### config.mk
export PLATFORM = sky130hd
export DESIGN_NAME = spline_pulse_bezier_coeffs
export DESIGN_NICKNAME = d
export VERILOG_FILES = /design/src/rtl/sbc_pkg.sv /design/src/rtl/sbc_front.sv /design/src/rtl/sbc_cmd_fifo.sv /design/src/rtl/sbc_back.sv /design/src/rtl/spline_pulse_bezier_coeffs.sv
export VERILOG_INCLUDE_DIRS = /design/src /design/src/rtl
export SDC_FILE = /design/constraint.sdc
export NUM_CORES = 1
export LEC_CHECK = 0
export ABC_AREA = 1
export ABC_CLOCK_PERIOD_IN_PS = 5600
export BUFFER_PORTS_ARGS = -buffer_cell sky130_fd_sc_hd__buf_2
export CORE_UTILIZATION = 50
export DETAILED_ROUTE_END_ITERATION = 12
export GPL_ROUTABILITY_DRIVEN = 0
export GPL_TIMING_DRIVEN = 0
export HOLD_SLACK_MARGIN = 0.08
export PLACE_DENSITY = 0.66
export SETUP_SLACK_MARGIN = 0.3
export SLEW_MARGIN = 30
export SYNTH_ARGS = -nofsm -noshare
export SYNTH_HDL_FRONTEND = slang
export SYNTH_SLANG_ARGS = --single-unit
### constraint.sdc
create_clock -name clk -period 5.6 [get_ports clk]
set_clock_uncertainty 0.1 [all_clocks]
set_input_delay 0.84 -clock clk [delete_from_list [all_inputs] [get_ports clk]]
set_output_delay 0.84 -clock clk [all_outputs]
set_load 0.03 [all_outputs]
### src/rtl/assert_macros.svh
// Assertion macros shared by the RTL of the spline pulse coefficient block.
// Each macro expects clk and rst_n to be visible in the module that uses it.
`ifndef ASSERT_MACROS_SVH
`define ASSERT_MACROS_SVH

`ifndef NO_ASSERTIONS

// Condition must hold at every clock edge out of reset
`define SBC_ASSERT_ALWAYS(lbl, expr) \
    lbl: assert property (@(posedge clk) disable iff (!rst_n) (expr)) \
        else $error("assertion failed: condition");

// Antecedent implies consequent in the same cycle
`define SBC_ASSERT_IMP(lbl, ante, cons) \
    lbl: assert property (@(posedge clk) disable iff (!rst_n) (ante) |-> (cons)) \
        else $error("assertion failed: same-cycle implication");

// Antecedent implies consequent in the following cycle
`define SBC_ASSERT_NEXT(lbl, ante, cons) \
    lbl: assert property (@(posedge clk) disable iff (!rst_n) (ante) |=> (cons)) \
        else $error("assertion failed: next-cycle implication");

`else

`define SBC_ASSERT_ALWAYS(lbl, expr)
`define SBC_ASSERT_IMP(lbl, ante, cons)
`define SBC_ASSERT_NEXT(lbl, ante, cons)

`endif

`endif

### src/rtl/sbc_pkg.sv
// Package for the spline pulse Bezier coefficient block: widths, codes,
// command record between front and back, and the buffer fill function.
// No dependencies.
`timescale 1ns / 1ps
`default_nettype none

package sbc_pkg;

    // Field widths
    localparam int CONT_W     = 5;
    localparam int DEG_W      = 4;
    localparam int PIX_W      = 4;
    localparam int CELL_W     = 8;
    localparam int IDX_W      = 4;
    localparam int FIX_W      = 33;
    localparam int CALC_W     = 7;
    localparam int CFG_IDX_W  = 1;
    localparam int CFG_DATA_W = 5;

    localparam int MAX_DEGREE = 15;
    localparam int BUF_DEPTH  = 2 ** IDX_W;

    // Command queue geometry
    localparam int FIFO_DEPTH = 2;
    localparam int FIFO_AW    = $clog2(FIFO_DEPTH);
    localparam int FIFO_CW    = $clog2(FIFO_DEPTH + 1);

    // One in fixed point with 32 fraction bits
    localparam logic [FIX_W-1:0] FIX_ONE = {1'b1, {(FIX_W-1){1'b0}}};

    // Configuration register indexes
    localparam logic [CFG_IDX_W-1:0] CFG_CONTINUITY = 1'b0;
    localparam logic [CFG_IDX_W-1:0] CFG_DEGREE     = 1'b1;

    // How the coefficient buffer is seeded for one request
    typedef enum logic [1:0] {
        MODE_ZERO,
        MODE_UNIT,
        MODE_UP,
        MODE_DOWN
    } sbc_mode_t;

    // Classified request handed from front to back
    typedef struct packed {
        logic             err;
        sbc_mode_t        mode;
        logic [DEG_W-1:0] degree;
        logic [IDX_W-1:0] base;
        logic [IDX_W-1:0] len;
        logic [IDX_W-1:0] passes;
    } sbc_cmd_t;

    // Back-end sequencer states
    typedef enum logic [2:0] {
        B_IDLE,
        B_FILL,
        B_ISSUE,
        B_PASS,
        B_EMIT
    } sbc_state_t;

    // Initial buffer entry j: zero, unit spike at the base, or halving chain from the base
    function automatic logic [FIX_W-1:0] fill_value(sbc_cmd_t cmd, logic [IDX_W-1:0] j);
        logic [FIX_W-1:0] v;
        v = '0;
        case (cmd.mode)
            MODE_UNIT: if (j == cmd.base) v = FIX_ONE;
            MODE_UP:   if (j >= cmd.base) v = FIX_ONE >> (j - cmd.base);
            MODE_DOWN: if (j <= cmd.base) v = FIX_ONE >> (cmd.base - j);
            default:   v = '0;
        endcase
        return v;
    endfunction

endpackage

`default_nettype wire

### src/rtl/sbc_front.sv
// Front end: configuration registers, request acceptance and classification.
// Depends on sbc_pkg.
`timescale 1ns / 1ps
`default_nettype none

module sbc_front (
    input  wire logic                             clk,
    input  wire logic                             rst_n,
    input  wire logic                             cfg_valid,
    output logic                                  cfg_ready,
    input  wire logic [sbc_pkg::CFG_IDX_W-1:0]    cfg_index,
    input  wire logic [sbc_pkg::CFG_DATA_W-1:0]   cfg_data,
    input  wire logic                             start,
    input  wire logic                             fifo_full,
    input  wire logic [sbc_pkg::PIX_W-1:0]        pulse_index,
    input  wire logic signed [sbc_pkg::CELL_W-1:0] cell_position,
    output logic                                  push,
    output sbc_pkg::sbc_cmd_t                     cmd
);

    logic signed [sbc_pkg::CONT_W-1:0] continuity_reg;
    logic [sbc_pkg::DEG_W-1:0]         degree_reg;

    logic signed [sbc_pkg::CALC_W-1:0] c_x;
    logic signed [sbc_pkg::CALC_W-1:0] g_x;
    logic signed [sbc_pkg::CALC_W-1:0] p_x;
    logic signed [sbc_pkg::CALC_W-1:0] xip_x;
    logic signed [sbc_pkg::CALC_W-1:0] span_x;
    logic                              bad;
    logic                              single;
    logic                              at_zero;
    logic                              at_one;

    // Configuration writes are always taken
    assign cfg_ready = 1'b1;

    always_ff @(posedge clk or negedge rst_n)
    begin
        if (!rst_n)
        begin
            continuity_reg <= '0;
            degree_reg     <= sbc_pkg::DEG_W'(1);
        end
        else if (cfg_valid)
        begin
            case (cfg_index)
                sbc_pkg::CFG_CONTINUITY: continuity_reg <= cfg_data;
                sbc_pkg::CFG_DEGREE:     degree_reg <= cfg_data[sbc_pkg::DEG_W-1:0];
                default:                 ;
            endcase
        end
    end

    // Widen settings and index to a common signed width
    always_comb
    begin
        c_x    = sbc_pkg::CALC_W'(continuity_reg);
        g_x    = $signed({{(sbc_pkg::CALC_W-sbc_pkg::DEG_W){1'b0}}, degree_reg});
        p_x    = $signed({{(sbc_pkg::CALC_W-sbc_pkg::PIX_W){1'b0}}, pulse_index});
        xip_x  = g_x - c_x + p_x;
        span_x = c_x - p_x;
    end

    // Classify: error, one-cell pulse, or two-cell pulse on cell 0 or 1
    always_comb
    begin
        bad     = (c_x < -7'sd1)
               || (g_x < ((c_x <<< 1) + 7'sd1))
               || (g_x > $signed(sbc_pkg::CALC_W'(sbc_pkg::MAX_DEGREE)))
               || (p_x > (g_x - c_x - 7'sd1));
        single  = p_x > c_x;
        at_zero = cell_position == 8'sd0;
        at_one  = cell_position == 8'sd1;
    end

    // Build the command record
    always_comb
    begin
        cmd.err    = bad;
        cmd.degree = degree_reg;
        cmd.mode   = sbc_pkg::MODE_ZERO;
        cmd.base   = pulse_index;
        cmd.len    = '0;
        cmd.passes = '0;
        if (single)
        begin
            if (at_zero)
                cmd.mode = sbc_pkg::MODE_UNIT;
        end
        else if (at_zero)
        begin
            cmd.mode   = sbc_pkg::MODE_UP;
            cmd.base   = xip_x[sbc_pkg::IDX_W-1:0];
            cmd.len    = span_x[sbc_pkg::IDX_W-1:0];
            cmd.passes = pulse_index;
        end
        else if (at_one)
        begin
            cmd.mode   = sbc_pkg::MODE_DOWN;
            cmd.base   = pulse_index;
            cmd.len    = pulse_index;
            cmd.passes = span_x[sbc_pkg::IDX_W-1:0];
        end
    end

    assign push = start && !fifo_full;

endmodule

`default_nettype wire

### src/rtl/sbc_cmd_fifo.sv
// Two-entry command queue between the front end and the back-end sequencer.
// Depends on sbc_pkg and assert_macros.svh.
`timescale 1ns / 1ps
`default_nettype none
`include "assert_macros.svh"

module sbc_cmd_fifo (
    input  wire logic              clk,
    input  wire logic              rst_n,
    input  wire logic              push,
    input  sbc_pkg::sbc_cmd_t      push_cmd,
    input  wire logic              pop,
    output sbc_pkg::sbc_cmd_t      head_cmd,
    output logic                   empty,
    output logic                   full
);

    sbc_pkg::sbc_cmd_t                entries_reg [sbc_pkg::FIFO_DEPTH];
    logic [sbc_pkg::FIFO_AW-1:0]      wr_ptr_reg;
    logic [sbc_pkg::FIFO_AW-1:0]      rd_ptr_reg;
    logic [sbc_pkg::FIFO_CW-1:0]      count_reg;
    logic [sbc_pkg::FIFO_AW-1:0]      wr_ptr_next;
    logic [sbc_pkg::FIFO_AW-1:0]      rd_ptr_next;
    logic [sbc_pkg::FIFO_CW-1:0]      count_next;

    assign empty    = count_reg == '0;
    assign full     = count_reg == sbc_pkg::FIFO_CW'(sbc_pkg::FIFO_DEPTH);
    assign head_cmd = entries_reg[rd_ptr_reg];

    // Advance pointers and occupancy
    always_comb
    begin
        wr_ptr_next = wr_ptr_reg;
        rd_ptr_next = rd_ptr_reg;
        count_next  = count_reg;
        if (push)
        begin
            wr_ptr_next = (wr_ptr_reg == sbc_pkg::FIFO_AW'(sbc_pkg::FIFO_DEPTH - 1))
                        ? '0 : wr_ptr_reg + 1'b1;
        end
        if (pop)
        begin
            rd_ptr_next = (rd_ptr_reg == sbc_pkg::FIFO_AW'(sbc_pkg::FIFO_DEPTH - 1))
                        ? '0 : rd_ptr_reg + 1'b1;
        end
        if (push && !pop)
            count_next = count_reg + 1'b1;
        else if (pop && !push)
            count_next = count_reg - 1'b1;
    end

    always_ff @(posedge clk or negedge rst_n)
    begin
        if (!rst_n)
        begin
            wr_ptr_reg <= '0;
            rd_ptr_reg <= '0;
            count_reg  <= '0;
        end
        else
        begin
            wr_ptr_reg <= wr_ptr_next;
            rd_ptr_reg <= rd_ptr_next;
            count_reg  <= count_next;
        end
    end

    // Store pushed commands
    always_ff @(posedge clk)
    begin
        if (push)
            entries_reg[wr_ptr_reg] <= push_cmd;
    end

    `SBC_ASSERT_IMP(a_no_overflow, push, !full)
    `SBC_ASSERT_IMP(a_no_underflow, pop, !empty)
    `SBC_ASSERT_NEXT(a_count_track, push && !pop, count_reg == $past(count_reg) + 1'b1)

endmodule

`default_nettype wire

### src/rtl/sbc_back.sv
// Back end: coefficient buffer memory, seeding sweep, averaging passes and
// serial result emission. Depends on sbc_pkg and assert_macros.svh.
`timescale 1ns / 1ps
`default_nettype none
`include "assert_macros.svh"

module sbc_back (
    input  wire logic                          clk,
    input  wire logic                          rst_n,
    input  wire logic                          fifo_empty,
    input  sbc_pkg::sbc_cmd_t                  head_cmd,
    output logic                               pop,
    output logic                               result_valid,
    output logic [sbc_pkg::IDX_W-1:0]          coef_index,
    output logic [sbc_pkg::FIX_W-1:0]          coef_value,
    output logic                               last_coef,
    output logic                               bad_request
);

    sbc_pkg::sbc_state_t               state_reg;
    sbc_pkg::sbc_state_t               state_next;
    sbc_pkg::sbc_cmd_t                 cmd_reg;
    sbc_pkg::sbc_cmd_t                 cmd_next;
    logic [sbc_pkg::IDX_W-1:0]         j_reg;
    logic [sbc_pkg::IDX_W-1:0]         j_next;
    logic [sbc_pkg::IDX_W-1:0]         k_reg;
    logic [sbc_pkg::IDX_W-1:0]         k_next;
    logic [sbc_pkg::IDX_W-1:0]         p_reg;
    logic [sbc_pkg::IDX_W-1:0]         p_next;
    logic [sbc_pkg::FIX_W-1:0]         prev_reg;
    logic [sbc_pkg::FIX_W-1:0]         prev_next;

    logic                              out_valid_reg;
    logic                              out_valid_next;
    logic [sbc_pkg::IDX_W-1:0]         out_index_reg;
    logic [sbc_pkg::IDX_W-1:0]         out_index_next;
    logic                              out_last_reg;
    logic                              out_last_next;
    logic                              out_bad_reg;
    logic                              out_bad_next;

    logic [sbc_pkg::FIX_W-1:0]         buf_mem [sbc_pkg::BUF_DEPTH];
    logic [sbc_pkg::FIX_W-1:0]         rd_data_reg;
    logic                              wr_en;
    logic [sbc_pkg::IDX_W-1:0]         wr_addr;
    logic [sbc_pkg::FIX_W-1:0]         wr_data;
    logic                              rd_en;
    logic [sbc_pkg::IDX_W-1:0]         rd_addr;

    logic                              up_dir;
    logic [sbc_pkg::IDX_W-1:0]         cur_addr;
    logic [sbc_pkg::IDX_W-1:0]         nxt_addr;
    logic [sbc_pkg::IDX_W:0]           pair_sum;
    logic [sbc_pkg::FIX_W-1:0]         avg_val;
    logic [sbc_pkg::FIX_W:0]           sum_wide;
    logic                              pass_end;
    logic                              fill_end;
    logic                              need_pass;

    // Address walk: upward from the base on cell 0, downward on cell 1
    always_comb
    begin
        up_dir    = cmd_reg.mode == sbc_pkg::MODE_UP;
        cur_addr  = up_dir ? cmd_reg.base + k_reg : cmd_reg.base - k_reg;
        pair_sum  = {1'b0, k_reg} + 1'b1;
        nxt_addr  = up_dir ? cmd_reg.base + pair_sum[sbc_pkg::IDX_W-1:0]
                           : cmd_reg.base - pair_sum[sbc_pkg::IDX_W-1:0];
        sum_wide  = {1'b0, rd_data_reg} + {1'b0, prev_reg};
        avg_val   = (k_reg == '0) ? (rd_data_reg >> 1) : sum_wide[sbc_pkg::FIX_W:1];
        pass_end  = k_reg == cmd_reg.len;
        fill_end  = j_reg == cmd_reg.degree;
        need_pass = ((cmd_reg.mode == sbc_pkg::MODE_UP) || (cmd_reg.mode == sbc_pkg::MODE_DOWN))
                 && (cmd_reg.passes != '0);
    end

    // Next state
    always_comb
    begin
        state_next = state_reg;
        case (state_reg)
            sbc_pkg::B_IDLE:
            begin
                if (!fifo_empty && !head_cmd.err)
                    state_next = sbc_pkg::B_FILL;
            end
            sbc_pkg::B_FILL:
            begin
                if (fill_end)
                    state_next = need_pass ? sbc_pkg::B_ISSUE : sbc_pkg::B_EMIT;
            end
            sbc_pkg::B_ISSUE:
                state_next = sbc_pkg::B_PASS;
            sbc_pkg::B_PASS:
            begin
                if (pass_end)
                    state_next = (p_reg == sbc_pkg::IDX_W'(1)) ? sbc_pkg::B_EMIT
                                                               : sbc_pkg::B_ISSUE;
            end
            sbc_pkg::B_EMIT:
            begin
                if (fill_end)
                    state_next = sbc_pkg::B_IDLE;
            end
            default:
                state_next = sbc_pkg::B_IDLE;
        endcase
    end

    // Datapath and result controls
    always_comb
    begin
        pop            = 1'b0;
        cmd_next       = cmd_reg;
        j_next         = j_reg;
        k_next         = k_reg;
        p_next         = p_reg;
        prev_next      = prev_reg;
        wr_en          = 1'b0;
        wr_addr        = j_reg;
        wr_data        = '0;
        rd_en          = 1'b0;
        rd_addr        = j_reg;
        out_valid_next = 1'b0;
        out_index_next = '0;
        out_last_next  = 1'b0;
        out_bad_next   = 1'b0;
        case (state_reg)
            sbc_pkg::B_IDLE:
            begin
                // Take the next command; an error answers at once
                if (!fifo_empty)
                begin
                    pop      = 1'b1;
                    cmd_next = head_cmd;
                    j_next   = '0;
                    if (head_cmd.err)
                    begin
                        out_valid_next = 1'b1;
                        out_last_next  = 1'b1;
                        out_bad_next   = 1'b1;
                    end
                end
            end
            sbc_pkg::B_FILL:
            begin
                // Seed entries 0..degree
                wr_en   = 1'b1;
                wr_addr = j_reg;
                wr_data = sbc_pkg::fill_value(cmd_reg, j_reg);
                j_next  = fill_end ? '0 : j_reg + 1'b1;
                p_next  = cmd_reg.passes;
            end
            sbc_pkg::B_ISSUE:
            begin
                // Fetch the head entry of the pass
                rd_en   = 1'b1;
                rd_addr = cmd_reg.base;
                k_next  = '0;
            end
            sbc_pkg::B_PASS:
            begin
                // Halve the head, then average each entry with its new neighbor
                wr_en     = 1'b1;
                wr_addr   = cur_addr;
                wr_data   = avg_val;
                prev_next = avg_val;
                if (pass_end)
                begin
                    p_next = p_reg - 1'b1;
                    j_next = '0;
                end
                else
                begin
                    rd_en   = 1'b1;
                    rd_addr = nxt_addr;
                    k_next  = k_reg + 1'b1;
                end
            end
            sbc_pkg::B_EMIT:
            begin
                // Read out one coefficient per cycle
                rd_en          = 1'b1;
                rd_addr        = j_reg;
                out_valid_next = 1'b1;
                out_index_next = j_reg;
                out_last_next  = fill_end;
                j_next         = fill_end ? '0 : j_reg + 1'b1;
            end
            default:
            begin
                pop = 1'b0;
            end
        endcase
    end

    // Control registers
    always_ff @(posedge clk or negedge rst_n)
    begin
        if (!rst_n)
        begin
            state_reg     <= sbc_pkg::B_IDLE;
            out_valid_reg <= 1'b0;
        end
        else
        begin
            state_reg     <= state_next;
            out_valid_reg <= out_valid_next;
        end
    end

    // Payload registers
    always_ff @(posedge clk)
    begin
        cmd_reg       <= cmd_next;
        j_reg         <= j_next;
        k_reg         <= k_next;
        p_reg         <= p_next;
        prev_reg      <= prev_next;
        out_index_reg <= out_index_next;
        out_last_reg  <= out_last_next;
        out_bad_reg   <= out_bad_next;
    end

    // Coefficient buffer: one write port, one registered read port
    always_ff @(posedge clk)
    begin
        if (wr_en)
            buf_mem[wr_addr] <= wr_data;
    end

    always_ff @(posedge clk)
    begin
        if (rd_en)
            rd_data_reg <= buf_mem[rd_addr];
    end

    assign result_valid = out_valid_reg;
    assign coef_index   = out_index_reg;
    assign coef_value   = out_bad_reg ? '0 : rd_data_reg;
    assign last_coef    = out_last_reg;
    assign bad_request  = out_bad_reg;

    `SBC_ASSERT_IMP(a_bad_is_last, out_valid_reg && out_bad_reg, out_last_reg)
    `SBC_ASSERT_IMP(a_pass_count, state_reg == sbc_pkg::B_PASS, p_reg != '0)
    `SBC_ASSERT_NEXT(a_emit_order, out_valid_reg && !out_last_reg,
        out_valid_reg && (out_index_reg == $past(out_index_reg) + 1'b1))
    `SBC_ASSERT_IMP(a_pop_idle, pop, state_reg == sbc_pkg::B_IDLE)

endmodule

`default_nettype wire

### src/rtl/spline_pulse_bezier_coeffs.sv
// Top level of the spline pulse Bezier coefficient block.
// Depends on sbc_pkg, sbc_front, sbc_cmd_fifo and sbc_back.
//
//   channel   handshake                 payload
//   -------   -----------------------   ------------------------------------
//   config    cfg_valid / cfg_ready     cfg_index, cfg_data
//   request   start / busy              pulse_index, cell_position
//   result    result_valid (strobe)     coef_index, coef_value, last_coef,
//                                       bad_request
//
// An invalid request answers with a single result in the cycle after it leaves
// the queue. A valid one seeds buffer entries 0..degree, then runs its averaging
// passes, each a fetch of the head entry and a sweep over len+1 entries from the
// base, then reads out entries 0..degree; the coefficient buffer has one write and
// one read port and handles one entry per cycle in every sweep.
// Two commands may wait in the queue while the back end works; busy is high
// while the queue is full. Reset is asynchronous; the buffer is not cleared.
// Results appear for one cycle each, in order, and cannot be held off.
`timescale 1ns / 1ps
`default_nettype none

module spline_pulse_bezier_coeffs (
    input  wire logic                              clk,
    input  wire logic                              rst_n,
    input  wire logic                              cfg_valid,
    output logic                                   cfg_ready,
    input  wire logic [sbc_pkg::CFG_IDX_W-1:0]     cfg_index,
    input  wire logic [sbc_pkg::CFG_DATA_W-1:0]    cfg_data,
    input  wire logic                              start,
    output logic                                   busy,
    input  wire logic [sbc_pkg::PIX_W-1:0]         pulse_index,
    input  wire logic signed [sbc_pkg::CELL_W-1:0] cell_position,
    output logic                                   result_valid,
    output logic [sbc_pkg::IDX_W-1:0]              coef_index,
    output logic [sbc_pkg::FIX_W-1:0]              coef_value,
    output logic                                   last_coef,
    output logic                                   bad_request
);

    logic              push;
    logic              pop;
    logic              fifo_full;
    logic              fifo_empty;
    sbc_pkg::sbc_cmd_t push_cmd;
    sbc_pkg::sbc_cmd_t head_cmd;

    assign busy = fifo_full;

    // Accept and classify requests
    sbc_front u_front (
        .clk           (clk),
        .rst_n         (rst_n),
        .cfg_valid     (cfg_valid),
        .cfg_ready     (cfg_ready),
        .cfg_index     (cfg_index),
        .cfg_data      (cfg_data),
        .start         (start),
        .fifo_full     (fifo_full),
        .pulse_index   (pulse_index),
        .cell_position (cell_position),
        .push          (push),
        .cmd           (push_cmd)
    );

    // Hold classified commands
    sbc_cmd_fifo u_fifo (
        .clk      (clk),
        .rst_n    (rst_n),
        .push     (push),
        .push_cmd (push_cmd),
        .pop      (pop),
        .head_cmd (head_cmd),
        .empty    (fifo_empty),
        .full     (fifo_full)
    );

    // Compute and emit coefficients
    sbc_back u_back (
        .clk          (clk),
        .rst_n        (rst_n),
        .fifo_empty   (fifo_empty),
        .head_cmd     (head_cmd),
        .pop          (pop),
        .result_valid (result_valid),
        .coef_index   (coef_index),
        .coef_value   (coef_value),
        .last_coef    (last_coef),
        .bad_request  (bad_request)
    );

endmodule

`default_nettype wire
# Word level (Yosys, flattened, before mapping)

Memory sizes are Yosys's and may differ from the RTL's. A register that Yosys moved wholly into a read port is not among the register bits.
Index checks and enable logic that the tools add are counted.
Widths: inputs -> output; s select.

Add/subtract/negate cells: 20
Multiply operators: 0
Divide/modulo/power cells: 0
Order comparisons: 7
Equality and inequality tests: 19
Shift-type cells: 2
Multiplexer cells: 51
Bitwise gates (word level): 2
Reduce and logical (&&, ||, !) cells: 33

Operators by type and width:

| cell                  | number |
|---|---|
| $mux 33               | 5 |
| $pmux 33 s3           | 1 |
| $pmux 33 s2           | 1 |
| $shr 33x4->33 const A | 2 |
| $mux 4                | 9 |
| $add 33x33->34        | 1 |
| $mux 12               | 2 |
| $pmux 4 s2            | 3 |
| $sub 4x4->4           | 5 |
| $mux 3                | 6 |
| $pmux 3 s5            | 1 |
| $mux 1                | 13 |
| $add 4x1->4 const B   | 3 |
| $add 4x4->4           | 3 |
| $eq 4x4->1            | 3 |
| $pmux 4 s3            | 1 |
| $mux 2                | 5 |
| $reduce_and 2->1      | 5 |
| $eq 8x2->1 const B    | 1 |
| $logic_not 8->1       | 1 |
| $mux 8                | 1 |
| $ne 2x1->1 const B    | 4 |
| $add 6x2->7 const B   | 1 |
| $gt 5x7->1            | 1 |
| other kinds (33)      | 56 |

Flip-flop bits (word level): 86
Latch bits: 0
Bits in writable memories: 566
Bits in read-only memories: 0
Input port bits: 22
Output and inout port bits: 42
Logic and storage cells: 155
Memories kept: 2

Memories:

| memory             | words | width | read ports | clocked after memory_dff | write ports | line               | text |
|---|---|---|---|---|---|---|---|
| u_back.buf_mem     | 16    | 33    | 1          | 1                        | 1           | sbc_back.sv:42     | `logic [sbc_pkg::FIX_W-1:0] buf_mem [sbc_pkg::BUF_DEPTH];` |
| u_fifo.entries_reg | 2     | 19    | 1          | 0                        | 1           | sbc_cmd_fifo.sv:18 | `sbc_pkg::sbc_cmd_t entries_reg [sbc_pkg::FIFO_DEPTH];` |

# Logic depth before layout (Yosys ltp)

Depth after elaboration: 7
Gate-level depth with buffers: 18
Depth with buffers taken out: 17

# Modules after synthesis

Synthesis repeated with hierarchy kept, for this count alone.

Cells, all modules: 3450
Area, all modules: 34122.7 um^2

Modules (own cells, without submodules):

| module       | instances | cells an instance | area each (um^2) | seq. area each (um^2) |
|---|---|---|---|---|
| sbc_back     | 1         | 3163              | 31111.1          | 18958.2 |
| sbc_cmd_fifo | 1         | 84                | 1655.3           | 1241.2 |
| sbc_front    | 1         | 203               | 1356.3           | 226.5 |

# Worst setup path before layout

OpenSTA, ideal clock, no wires.

Path kind: flip-flop to flip-flop
Start point: register u_back.k_reg[0] in the netlist's numbering
End point: memory u_back.buf_mem[0][0] in the netlist's numbering, enable pin
Setup time: 0.423 ns
Arrival time: 3.636 ns
Data required time: 5.077 ns
Slack: 1.441 ns
Stages on the path, launching flop included: 13
Path buffers: 0
Period minus slack after synthesis: 4.159 ns
Path through: edfxtp_1 inv_2 ha_1 inv_1 o21ai_0 ha_1 a21o_1 a21oi_1 xor2_1 nand2_1 o21ai_0 nand2_1 nor2_1

Word-level cells in the longest chain between the ends: 3
Elaborated cells on any way between the ends: 4

RTL lines:

| what                                              | line            | text |
|---|---|---|
| start: declaration                                | sbc_back.sv:26  | `logic [sbc_pkg::IDX_W-1:0] k_reg;` |
| start signal: assignment                          | sbc_back.sv:216 | `k_reg <= k_next;` |
| $sub 4x4->4 / $add 4x4->4 (equally long branches) | sbc_back.sv:64  | `cur_addr = up_dir ? cmd_reg.base + k_reg : cmd_reg.base - k_reg;` |
| $mux 4 (*)                                        | sbc_back.sv:64  |  |
| $mux 4 (*)                                        | sbc_back.sv:127 | `case (state_reg)` |
| end: declaration                                  | sbc_back.sv:42  |  |

Mark *: on every way between the ends. The rest lies on a longest branch, timed or not.

# Worst setup path after layout

Start point: register u_back.k_reg[0] in the netlist's numbering
End point: memory u_back.buf_mem[8][7] in the netlist's numbering, enable pin

Same word-level chain as after synthesis.

==> impl_metrics.yaml <==
worst_hold_path:
  hp-class: "input pin to register"
  worstHoldPathCells: 3
  holdPathEnd: "u_front.degree_reg[0]$_DFFE_PN1P_"
  hold_start: "cfg_data[0]"
flow_run:
  cap_violations: 0
timing:
  finalHoldViolCount: 0
  maxSlewViolCount: 0
  post-route-min-period_ns: 4.27
  max_freq_mhz: 234
  rsz0062_at_grt: "false"
  slew_headroom_pct: 38.5
  holdWs_ns: 0.390
  setup_viol_count_final: 0
  finalCritPeriodShare_pct: 76.2
  worst_pin_slew_ns: 0.922
setup_path:
  max_stage_delay_ns: 0.62
  regToRegEndpoint: "u_back.buf_mem[8][7]$_DFFE_PP_"
  required_ns: 5.81
  cp_slowest_cell: "nor2_4"
  worstPathCellList: "inv_2, ha_1, inv_1, o21ai_0, fa_1, nand2_1, o21ai_0, inv_1, nand3_1, nor2_4, buf_16, buf_16"
  cp-end-kind: "register"
  worst_ep_arrival_time_ns: 4.48
  path_max_fanout: 13
  timing.rr.start: "u_back.k_reg[0]$_SDFFCE_PN0P_"
  path_class: "register to register"
  startpoint_type: "register"
  rrSetupSlack_ns: 1.33
  worstRegToRegCells: 12
route:
  vias_per_cell: 5.54
  wl_per_cell_um: 21.7
  firstDrtPassIters: 6
  drcViolationCount: 0
  drt-total-wl_um: 98700
  drt_iter0_markers: 2843
  antenna_left: 0
  vias: 25159
final_layout:
  final_cell_mix: "nand3_1 (678), edfxtp_1 (662), nand2_1 (622)"
  area_growth_pct: 13.0
  final_common_cell: "nand3_1"
  largest_reg_flops: 528
  fill_cells: 5661
  nets: 3724
  n_antenna_cell: 0
  drive_above_1_share_pct: 9.62
yosys:
  synth_seq_cells: 685
  synth.distinct_cells: 52
  synthArstFlopShare_pct: 2.48
  syn_avg_cell_area_um2: 9.83
  synth_top_flop_cell: "edfxtp_1"
  synth.yosys.seq_area_share_pct: 60.2
  synth-edff-count: 662
  netlist_area_um2: 33900
  syn-num-nets: 3559
  yosys_warnings: 0
  syn_inst: 3455
floorplan:
  ioPinCount: 64
  die_height_um: 263
  initial_core_util_pct: 50.5
  fp.dieW_um: 263
  die_area_um2: 68900
  rows: 95
  coreArea_um2: 67200
cts:
  cts_hold_buffers: 1
  cts_resized: 0
  clk_latency_ns: 0.63
  post_cts_buffers: 0
  clock_path_buffers: 3
  cts_sinks: 685
  htree_num_levels: 3
  tritoncts: "done"
  clk_pin_slew_ns: 0.06
  cts-root-buf: "clkbuf_16"
  numCtsBuffers: 69
global_routing:
  grt_pass1_vias: 24537
  grt_max_degree: 34
  grt-ovfl-total: 0
  grt_usage_pct: 28.6
  antenna_found_initial: 3
  grt_pass1_wl_um: 148000
run_status:
  outcome: "finished clean"
placement:
  port_buffers: 62
  dp_hpwl_um: 71200
[worst max-delay path by stage]
| stage | startpoint | endpoint | slack (ns) | depth (start not counted) |
|---|---|---|---|---|
| final | u_back.k_reg[0]$_SDFFCE_PN0P_ | u_back.buf_mem[8][7]$_DFFE_PP_ | 1.33 | 12 |
| after global routing | u_back.k_reg[0]$_SDFFCE_PN0P_ | u_back.buf_mem[1][12]$_DFFE_PP_ | 1.11 | 13 |
| after CTS | u_back.k_reg[0]$_SDFFCE_PN0P_ | u_back.buf_mem[8][8]$_DFFE_PP_ | 1.31 | 15 |
| after detailed placement | u_back.k_reg[0]$_SDFFCE_PN0P_ | u_back.buf_mem[1][7]$_DFFE_PP_ | 1.33 | 13 |
| after global placement | u_back.k_reg[0]$_SDFFCE_PN0P_ | u_back.buf_mem[9][10]$_DFFE_PP_ | -0.89 | 13 |
| after floorplan | u_back.k_reg[0]$_SDFFCE_PN0P_ | u_back.buf_mem[0][0]$_DFFE_PP_ | 1.44 | 12 |
[final cells by class]
class / count / area, um2 / area share, %
buffer: 161 / 896 / 2.33
clock buffer: 89 / 1860 / 4.86
clock inverter: 33 / 250 / 0.652
inverter: 605 / 2270 / 5.92
multi-input combinational: 2004 / 10500 / 27.4
sequential: 685 / 20400 / 53.2
tap: 873 / 1090 / 2.85
timing repair buffer: 94 / 1050 / 2.74
[critical path, delay by kind of cell (launching register included)]
family,cells,cell delay [ns]
buffers and inverters,5,0.77
and+or+nand+nor,3,1.07
AOI/OAI and AO/OA,2,0.59
DFF,1,0.57
adders and majority gates,2,0.84
[metal layers]
metal	share of wire [%]	track usage (%)	up-vias
met5	0.055	0	-
met2	46	46.5	1247
met4	3.4	11.0	2
li1	-	-	11849
met3	9.9	5.35	201
met1	40	38.2	11860
[metrics by stage]
stage	setup TNS [ns]	setup slack, ns	area, um2	util (%)	cells
after floorplan	0	1.44	33900	-	3455
after global placement	-270.94	-0.887	35300	52.6	4390
after detailed placement	0	1.33	36200	54.0	4421
after CTS	0	1.31	38400	57.1	4544
after global routing	0	1.11	38400	57.1	4544
final	0	1.33	38400	57.1	4544
[synth_stat cells, types with 15 or more instances]
master,count,area [um2]
ha_1,74,926
clkbuf_1,45,169
xor2_1,24,210
nand3_1,678,3390
nand2_1,623,2340
nand3b_1,118,886
xnor2_1,29,254
edfxtp_1,662,19900
dfrtp_1,16,400
o21ai_0,69,345
nor3_1,19,95.1
inv_1,591,2220
buf_2,66,330
buf_4,34,255
nor2_1,191,717
and2_1,15,93.8
a21oi_1,90,450
[logic make-up (layout without fill, tap and decap cells)]
group | count (synthesis) | count (layout) | synth area share (%)
simple gates | 1673 | 1673 | 22.8
buf+inv | 766 | 982 | 9.33
flops | 685 | 685 | 60.2
compound gates | 195 | 195 | 3.11
fa+ha+maj | 82 | 82 | 3.20
xor+xnor | 53 | 53 | 1.37
other cells | 1 | 1 | 0.0110
Power is not shown: default switching activity piles up to over one toggle a cycle in this logic, so the estimate is an artifact.
